==> src/design/hne_pkg.sv <==
`timescale 1ns / 1ps
// ----------------------------------------------------------------------------
// hne_pkg
// shared types and constants of the hdlc nrzi bit encoder
// ----------------------------------------------------------------------------
package hne_pkg;

    // command codes carried in the input tuser
    typedef enum logic [1:0] {
        FUNC_STUFFED   = 2'd0,
        FUNC_UNSTUFFED = 2'd1,
        FUNC_FCS       = 2'd2,
        FUNC_CRC_RST   = 2'd3
    } t_func;

    localparam logic [15:0] CRC_POLY   = 16'h8408;
    localparam logic [15:0] CRC_INIT   = 16'hFFFF;
    localparam logic [7:0]  BYTE_MASK  = 8'hFF;
    localparam logic [2:0]  ONES_STUFF = 3'd5;
    localparam logic [2:0]  ONES_MAX   = 3'd6;
    localparam logic [2:0]  BIT_LAST   = 3'd7;

endpackage

==> src/design/hdlc_nrzi_bit_encoder_unit.sv <==
`timescale 1ns / 1ps
// ----------------------------------------------------------------------------
// hdlc_nrzi_bit_encoder_unit
// hdlc byte to nrzi line symbol encoder with bit stuffing and crc-16 fcs
// ----------------------------------------------------------------------------
// Each input item is a command: send a byte with bit stuffing, send a byte
// without stuffing (flags), send the complemented crc-16 fcs (low byte, then
// high byte, stuffed), or reset the crc. Bytes go out lsb first, one line
// symbol per output item: a 0 bit toggles the tone, a 1 bit keeps it, and
// with stuffing on a toggle flagged as stuffed follows every five 1 bits.
// The ones counter saturates at 6, so a run of five or more ones left over
// from an unstuffed byte causes no stuff symbol until a 0 clears it.
// tlast marks the final symbol of each
// command; a crc reset gives no symbols. A bit-serial sequencer shifts one
// bit (or one stuff symbol) per cycle through the output register while the
// output is not stalled; a new command is accepted only once the sequencer
// has returned to idle.
// ----------------------------------------------------------------------------
module hdlc_nrzi_bit_encoder_unit
    import hne_pkg::*;
(
    input  logic       i_clk,
    input  logic       i_rst_n,
    // command input
    input  logic       i_s_axis_tvalid,
    output logic       o_s_axis_tready,
    input  logic [7:0] i_s_axis_tdata,   // [7:0] data_byte
    input  logic [1:0] i_s_axis_tuser,   // [1:0] func
    // line symbol output
    output logic       o_m_axis_tvalid,
    input  logic       i_m_axis_tready,
    output logic [7:0] o_m_axis_tdata,   // [0] tone, [7:1] zero
    output logic       o_m_axis_tuser,   // [0] stuffed
    output logic       o_m_axis_tlast    // last symbol of the command
);

    typedef enum logic {
        ST_IDLE,
        ST_RUN
    } t_state;

    // sequencer state
    t_state      r_state,      n_state;
    logic [15:0] r_crc,        n_crc;
    logic        r_tone,       n_tone;
    logic [2:0]  r_ones,       n_ones;
    logic [7:0]  r_shift,      n_shift;      // bits still to send, lsb next
    logic [2:0]  r_bit_cnt,    n_bit_cnt;
    logic [7:0]  r_hi_byte,    n_hi_byte;    // second fcs byte
    logic        r_second,     n_second;     // a second byte follows
    logic        r_stuff_on,   n_stuff_on;
    logic        r_stuff_pend, n_stuff_pend; // next symbol is a stuff symbol
    logic        r_final_pend, n_final_pend; // that stuff symbol ends the item

    // output register
    logic        r_out_valid,  n_out_valid;
    logic        r_out_tone,   n_out_tone;
    logic        r_out_stuff,  n_out_stuff;
    logic        r_out_last,   n_out_last;

    logic        w_in_accept;
    logic        w_advance;
    logic        w_bit;
    logic        w_fb;
    logic        w_end_byte;
    logic        w_end_item;
    logic [2:0]  w_ones_inc;
    logic        w_stuff_next;
    t_func       w_func;

    assign o_s_axis_tready = (r_state == ST_IDLE);
    assign w_in_accept     = i_s_axis_tvalid && o_s_axis_tready;
    // output register free or emptied this cycle
    assign w_advance       = !r_out_valid || i_m_axis_tready;
    assign w_func          = t_func'(i_s_axis_tuser);

    assign w_bit        = r_shift[0];
    assign w_fb         = r_crc[0] ^ w_bit;
    assign w_end_byte   = (r_bit_cnt == BIT_LAST);
    assign w_end_item   = w_end_byte && !r_second;
    assign w_ones_inc   = (r_ones < ONES_MAX) ? (r_ones + 3'd1) : r_ones;
    assign w_stuff_next = w_bit && r_stuff_on && (w_ones_inc == ONES_STUFF);

    always_comb begin
        n_state      = r_state;
        n_crc        = r_crc;
        n_tone       = r_tone;
        n_ones       = r_ones;
        n_shift      = r_shift;
        n_bit_cnt    = r_bit_cnt;
        n_hi_byte    = r_hi_byte;
        n_second     = r_second;
        n_stuff_on   = r_stuff_on;
        n_stuff_pend = r_stuff_pend;
        n_final_pend = r_final_pend;
        n_out_valid  = r_out_valid && !i_m_axis_tready;
        n_out_tone   = r_out_tone;
        n_out_stuff  = r_out_stuff;
        n_out_last   = r_out_last;

        case (r_state)
            ST_IDLE: begin
                if (w_in_accept) begin
                    n_bit_cnt    = 3'd0;
                    n_stuff_pend = 1'b0;
                    n_final_pend = 1'b0;
                    case (w_func)
                        FUNC_STUFFED: begin
                            n_shift    = i_s_axis_tdata;
                            n_second   = 1'b0;
                            n_stuff_on = 1'b1;
                            n_state    = ST_RUN;
                        end
                        FUNC_UNSTUFFED: begin
                            n_shift    = i_s_axis_tdata;
                            n_second   = 1'b0;
                            n_stuff_on = 1'b0;
                            n_state    = ST_RUN;
                        end
                        FUNC_FCS: begin
                            // both fcs bytes are latched before either is sent
                            n_shift    = r_crc[7:0] ^ BYTE_MASK;
                            n_hi_byte  = r_crc[15:8] ^ BYTE_MASK;
                            n_second   = 1'b1;
                            n_stuff_on = 1'b1;
                            n_state    = ST_RUN;
                        end
                        FUNC_CRC_RST: begin
                            n_crc = CRC_INIT;
                        end
                        default: begin
                            n_crc = CRC_INIT;
                        end
                    endcase
                end
            end
            ST_RUN: begin
                if (w_advance) begin
                    n_out_valid = 1'b1;
                    if (r_stuff_pend) begin
                        // inserted toggle, not part of the crc
                        n_tone       = !r_tone;
                        n_out_tone   = !r_tone;
                        n_out_stuff  = 1'b1;
                        n_out_last   = r_final_pend;
                        n_ones       = 3'd0;
                        n_stuff_pend = 1'b0;
                        if (r_final_pend) begin
                            n_state = ST_IDLE;
                        end
                    end else begin
                        n_crc = {1'b0, r_crc[15:1]} ^ (w_fb ? CRC_POLY : 16'd0);
                        n_out_stuff = 1'b0;
                        if (w_bit) begin
                            n_out_tone = r_tone;
                            n_ones     = w_ones_inc;
                        end else begin
                            n_tone     = !r_tone;
                            n_out_tone = !r_tone;
                            n_ones     = 3'd0;
                        end
                        n_out_last   = w_end_item && !w_stuff_next;
                        n_stuff_pend = w_stuff_next;
                        n_final_pend = w_end_item;
                        n_shift      = {1'b0, r_shift[7:1]};
                        n_bit_cnt    = r_bit_cnt + 3'd1;
                        if (w_end_byte) begin
                            if (r_second) begin
                                n_shift  = r_hi_byte;
                                n_second = 1'b0;
                            end else if (!w_stuff_next) begin
                                n_state = ST_IDLE;
                            end
                        end
                    end
                end
            end
            default: begin
                n_state = ST_IDLE;
            end
        endcase
    end

    always_ff @(posedge i_clk) begin
        if (!i_rst_n) begin
            r_state      <= ST_IDLE;
            r_crc        <= CRC_INIT;
            r_tone       <= 1'b0;
            r_ones       <= 3'd0;
            r_bit_cnt    <= 3'd0;
            r_second     <= 1'b0;
            r_stuff_on   <= 1'b0;
            r_stuff_pend <= 1'b0;
            r_final_pend <= 1'b0;
            r_out_valid  <= 1'b0;
        end else begin
            r_state      <= n_state;
            r_crc        <= n_crc;
            r_tone       <= n_tone;
            r_ones       <= n_ones;
            r_bit_cnt    <= n_bit_cnt;
            r_second     <= n_second;
            r_stuff_on   <= n_stuff_on;
            r_stuff_pend <= n_stuff_pend;
            r_final_pend <= n_final_pend;
            r_out_valid  <= n_out_valid;
        end
        r_shift     <= n_shift;
        r_hi_byte   <= n_hi_byte;
        r_out_tone  <= n_out_tone;
        r_out_stuff <= n_out_stuff;
        r_out_last  <= n_out_last;
    end

    assign o_m_axis_tvalid = r_out_valid;
    assign o_m_axis_tdata  = {7'd0, r_out_tone};
    assign o_m_axis_tuser  = r_out_stuff;
    assign o_m_axis_tlast  = r_out_last;

endmodule
==> config.mk <==
export PLATFORM = sky130hd
export DESIGN_NAME = hdlc_nrzi_bit_encoder_unit
export DESIGN_NICKNAME = d
export VERILOG_FILES = /design/src/design/hne_pkg.sv /design/src/design/hdlc_nrzi_bit_encoder_unit.sv
export SDC_FILE = /design/constraint.sdc
export NUM_CORES = 1
export LEC_CHECK = 0
export BUFFER_PORTS_ARGS = -buffer_cell sky130_fd_sc_hd__buf_2
export CAP_MARGIN = 20
export CORE_MARGIN = 3
export CORE_UTILIZATION = 52
export DETAILED_ROUTE_END_ITERATION = 8
export HOLD_SLACK_MARGIN = 0.1
export PLACE_DENSITY = 0.87
export REMOVE_ABC_BUFFERS = 1
export SLEW_MARGIN = 10
export SYNTH_ARGS = -nofsm -noshare
export SYNTH_HDL_FRONTEND = slang
export SYNTH_SLANG_ARGS = --single-unit
==> constraint.sdc <==
create_clock -name i_clk -period 1.6 [get_ports i_clk]
set_input_delay 0.32 -clock i_clk [delete_from_list [all_inputs] [get_ports i_clk]]
set_output_delay 0.32 -clock i_clk [all_outputs]
set_load 0.03 [all_outputs]
* Word level (Yosys, flattened, before mapping)
Cells that the tools add are included.
Storage, ports and cells: flip-flop bits (word level) 48, bits in read-only memories 0, bits in writable memories 0, latch bits 0, memories kept 0, word-level logic and storage cells 108
Cells by class: div/mod/pow operators 0, magnitude comparators 1, multiplexer cells 49, bitwise logic cells 5, shift-type cells 0, reductions and logical operators 25, $add $sub $neg 2, multipliers 0, equal/unequal tests 11
Operators with widths (count):
- 16-bit 2-to-1 mux | 5
- 8-bit 2-to-1 mux | 5
- 16-bit one-hot mux with 2 select lines | 1
- 8-bit one-hot mux with 2 select lines | 2
- 1-bit 2-to-1 mux | 23
- 3-bit 2-to-1 mux | 6
- 8-bit NOT | 2
- 15-bit by 16-bit bitwise XOR with 16-bit output | 1
- 1-bit one-hot mux with 2 select lines | 6
- 3-bit AND reduction | 3
- 2-bit by 1-bit inequality test with 1-bit output, second input constant | 4
- 4-bit AND reduction | 2
- 3-bit by 1-bit adder with 3-bit output, second input constant | 2
- 3-bit == test, second input constant | 2
- 1-bit logical AND | 6
- 3-bit one-hot mux with 2 select lines | 1
- 1-bit logical NOT | 5
- 5-bit AND reduction | 1
- 2-bit == test, second input constant | 2
- 2-bit AND reduction | 2
- 2-bit OR reduction | 2
- 3-bit < comparator, second input constant | 1
- 3-bit by 2-bit inequality test with 1-bit output, second input constant | 1
- 3-bit OR reduction | 1
- other kinds (7) | 7

* Depth between registers and ports, before layout
depth in word-level cells 10, mapped depth 6, mapped depth without buffers 5

* Least setup slack after synthesis
No wires, ideal clock.
kind register to register, from register r_out_valid (netlist: o_m_axis_tvalid), to register r_shift[0], enable pin, cell stages (with the launch flop) 5, path buffers 2, setup time 0.377 ns, path slack -0.207 ns, data arrival time 1.430 ns, data required time 1.223 ns, period minus slack after synthesis 1.807 ns, cells stage by stage dfxtp_1 > nor2b_1 > clkbuf_2 > buf_2 > a22oi_1
On the way: cells in the longest elaborated chain, start to end 4
RTL lines:
- from (decl) | RTL line hdlc_nrzi_bit_encoder_unit.sv:56 | logic r_out_valid, n_out_valid;
- from (signal assigned) | RTL line hdlc_nrzi_bit_encoder_unit.sv:206 | r_out_valid <= n_out_valid;
- 1-bit logical NOT | RTL line hdlc_nrzi_bit_encoder_unit.sv:74 | assign w_advance = !r_out_valid || i_m_axis_tready;
- 1-bit logical OR | RTL line hdlc_nrzi_bit_encoder_unit.sv:74
- 2-bit by 1-bit inequality test with 1-bit output (no source line)
- 4-bit AND reduction (no source line)
- to (signal assigned) | RTL line hdlc_nrzi_bit_encoder_unit.sv:208 | r_shift <= n_shift;
- to (decl) | RTL line hdlc_nrzi_bit_encoder_unit.sv:47 | logic [7:0] r_shift, n_shift;
No other way between the ends. A chain may end at the register's enable or synchronous reset.

* Worst setup path in the final report
from register r_bit_cnt[0], to register r_final_pend
On the way: cells in the longest elaborated chain, start to end 5
RTL lines:
- from (decl) | RTL line hdlc_nrzi_bit_encoder_unit.sv:48 | logic [2:0] r_bit_cnt, n_bit_cnt;
- from (signal assigned) | RTL line hdlc_nrzi_bit_encoder_unit.sv:201 | r_bit_cnt <= n_bit_cnt;
- 3-bit == test | RTL line hdlc_nrzi_bit_encoder_unit.sv:79 | assign w_end_byte = (r_bit_cnt == BIT_LAST);
- 1-bit logical AND | RTL line hdlc_nrzi_bit_encoder_unit.sv:80 | assign w_end_item = w_end_byte && !r_second;
- 1-bit 2-to-1 mux | RTL line hdlc_nrzi_bit_encoder_unit.sv:140 | if (r_stuff_pend) begin
- 1-bit 2-to-1 mux | RTL line hdlc_nrzi_bit_encoder_unit.sv:138 | if (w_advance) begin
- 1-bit one-hot mux with 2 select lines | RTL line hdlc_nrzi_bit_encoder_unit.sv:101 | case (r_state)
- to (signal assigned) | RTL line hdlc_nrzi_bit_encoder_unit.sv:205 | r_final_pend <= n_final_pend;
- to (decl) | RTL line hdlc_nrzi_bit_encoder_unit.sv:53 | logic r_final_pend, n_final_pend;
No other way between the ends. The select of a mux whose other input is x is not followed.

==> results.py <==
metrics = {
    "timing": {
        "fin_ws_ns": 0.0653,
        "rsz0062_at_grt": "false",
        "clock-skew-final_ns": 0.00171,
        "slew_violations": 0,
        "fmax_mhz": 652,
        "period_share_pct": 95.9,
        "post-route-min-period_ns": 1.53,
        "finalHoldViolations": 0,
        "setup_viol": 0,
    },
    "worst_setup_path": {
        "endpoint_kind": "register",
        "arrival_ns": 1.78,
        "cp_max_fo": 4,
        "cpPeakStageDelay_ns": 0.39,
        "worstSetupStartpoint": "r_bit_cnt[0]$_SDFFE_PN0P_",
        "start_kind": "register",
        "path_cells": "ha_4, ha_4, or3b_4, or3_1, a21oi_2",
        "r2r_setup_slack_ns": 0.07,
        "setup.worst_path.class": "reg2reg",
        "crit_family": "simple AND/OR/NAND/NOR gates",
        "r2r_start": "r_bit_cnt[0]$_SDFFE_PN0P_",
        "crit_required_ns": 1.85,
        "worst-path-buf-inv": 0,
        "slowest_stage": "or3b_4",
        "cpMostUsedCell": "ha_4",
    },
    "yosys": {
        "async_flop_share_pct": 0,
        "synthFlopType": "dfxtp_1",
        "synthesis.area_um2": 2380,
        "synth_top_family_by_area": "compound AO/OA/AOI/OAI gates",
        "ys_seq_area_share_pct": 48.4,
        "synth-seq-cells": 48,
        "synth.distinct_cells": 47,
        "synthTopCellsByArea": "dfxtp_1, edfxtp_1, a211oi_1",
        "synth_warnings": 0,
        "yosysTopAreaCellShare_pct": 24.4,
        "synth_cells": 247,
        "synthAdderAreaFrac_pct": 2.11,
        "yosys.area_share.simple_pct": 17.5,
        "avgSynthCellArea_um2": 9.62,
        "muxShareOfSynthArea_pct": 0,
        "synth_edf_count": 19,
        "post-synth-top-area-cell": "dfxtp_1",
        "synthXorXnorAreaFrac_pct": 1.11,
        "synth_compound_area_share_pct": 22.0,
    },
    "final_layout": {
        "nets": 284,
        "fin_cells": 317,
        "final_common_cell": "dfxtp_1",
        "fin_util_pct": 63.6,
        "antenna_cells": 0,
        "most-common-layout-cells": "dfxtp_1, nand2_1, edfxtp_1, a211oi_1, buf_2",
        "area_delta_synth_final_pct": 12.5,
        "drive_gt1_share_pct": 22.5,
    },
    "routing": {
        "drc": 0,
        "vias": 1942,
        "viasPerCell": 6.13,
        "drt_iter0_drc": 176,
        "drt-wirelength-per-cell_um": 16.4,
        "routed_wl_mm": 5.19,
        "antenna_left": 0,
        "drt-pass1-iter-count": 6,
    },
    "global_routing": {
        "grt_pass1_wl_mm": 8.32,
        "grt_overflow": 0,
        "grt_use_total_pct": 19.7,
        "grt_max_degree": 24,
        "grt_pass1_vias": 1769,
        "grt_antenna_before_repair": 0,
    },
    "floorplanning": {
        "core_um2": 4200,
        "num_io_pins": 26,
        "initial_core_util_pct": 56.6,
        "die_w_um": 73.6,
        "row_count": 23,
        "die_area_um2": 5420,
        "die_height_um": 73.6,
    },
    "clocking": {
        "holdBufCountCts": 0,
        "cts-root-buf": "clkbuf_8",
        "clkTransAtPathRegs_ns": 0.08,
        "cts_max_level": 2,
        "cts_buffer_depth": 2,
        "cts_sinks": 48,
        "clk_latency_ns": 0.30,
        "numCtsBuffers": 5,
        "tritoncts": "built",
    },
    "run": {
        "maxCapViolCount": 0,
    },
    "hold_path": {
        "min_from": "i_rst_n",
        "hp-class": "in2reg",
    },
    "placement": {
        "place_ws_ns": -0.00510,
        "place_inst": 308,
        "place_congestion": 0.830,
        "port_buffers": 18,
        "hpwl_mm": 3.48,
    },
    "pwr": {
        "p_leak_nw": 1.02,
        "ir_worst_vdd_mv": 0.409,
        "p_per_area_nw_per_um2": 978,
        "power.total_mw": 2.61,
    },
    "run_status": {
        "status": "completed",
    },
}
kinds of logic after synthesis:
family | count (synthesis)
AO/OA/AOI/OAI | 77
AND/OR/NAND/NOR | 74
flip-flops | 48
buffers and inverters | 40
adder cells (fa/ha/maj) | 4
XOR/XNOR | 3
other | 1
Yosys cell counts, drive strengths merged, types with 3 or more instances:
cell	n
dfxtp	29
a211oi	22
edfxtp	19
nand2	19
buf	16
nor3	16
o21ai	16
a21oi	14
clkbuf	12
inv	12
a31oi	8
nor3b	8
nand2b	5
nand3	5
o211ai	5
ha	4
and2	3
nand4	3
nor2	3
nor2b	3
o31ai	3
repair_timing:
item	CTS	global route
resized for setup	2	7
pin swaps	0	2
setup buffers	0	1
cloned	0	0
setup endpoints to repair	1	8
layer usage:
layer	up-vias	share of wire [%]	GRT usage (%)	wire length (µm)
met5	-	0	0	0
met4	0	2.0	7.24	105
met3	10	7.1	4.10	370
met2	81	48	31.5	2480
met1	915	43	26.1	2230
li1	936	-	-	-
worst reg2reg max path, cell delays in order (launching register included):
cell and delay (ns):
dfxtp_2 0.36, ha_4 0.14, ha_4 0.13, or3b_4 0.39, or3_1 0.34, a21oi_2 0.12
through the flow:
step,hold WS [ns],setup TNS (ns),area (µm²)
2_1_floorplan,0.396,-18.50,2240
3_3_place_gp,0.456,0,2520
3_5_place_dp,0.454,-0.00510,2520
4_1_cts,0.343,0,2630
5_1_grt,0.353,0,2670
6_report,0.348,0,2670
state kept, by name (all words and copies together) (netlist names), 3 cells and up:
signal / count
r_bit_cnt: 3
r_crc: 16
r_hi_byte: 8
r_ones: 3
r_shift: 8
area by class of cell:
cell class | count | area [µm²]
Fill cell | 329 | 1530
Sequential cell | 48 | 1150
Multi-Input combinational cell | 165 | 1080
Timing Repair Buffer | 34 | 223
Clock buffer | 5 | 68.8
Tap cell | 50 | 62.6
Inverter | 12 | 45.0
Clock inverter | 3 | 42.5
path summary, 6_finish.rpt:
path                                    end  depth (start not counted)
setup reg to reg  r_final_pend$_SDFFE_PN0P_                          5
hold / removal        r_crc[2]$_SDFFE_PN1P_                          2
hold reg to reg      r_hi_byte[6]$_DFFE_PP_                          1
setup / recovery  r_final_pend$_SDFFE_PN0P_                          5
report_power, final:
group | leakage [nW] | switching (mW) | internal (mW)
clock | 0.0541 | 0.402 | 0.462
combinational | 0.550 | 0.235 | 0.132
sequential | 0.419 | 0.0392 | 1.34
Note: power is estimated with default switching activity, not from simulation.
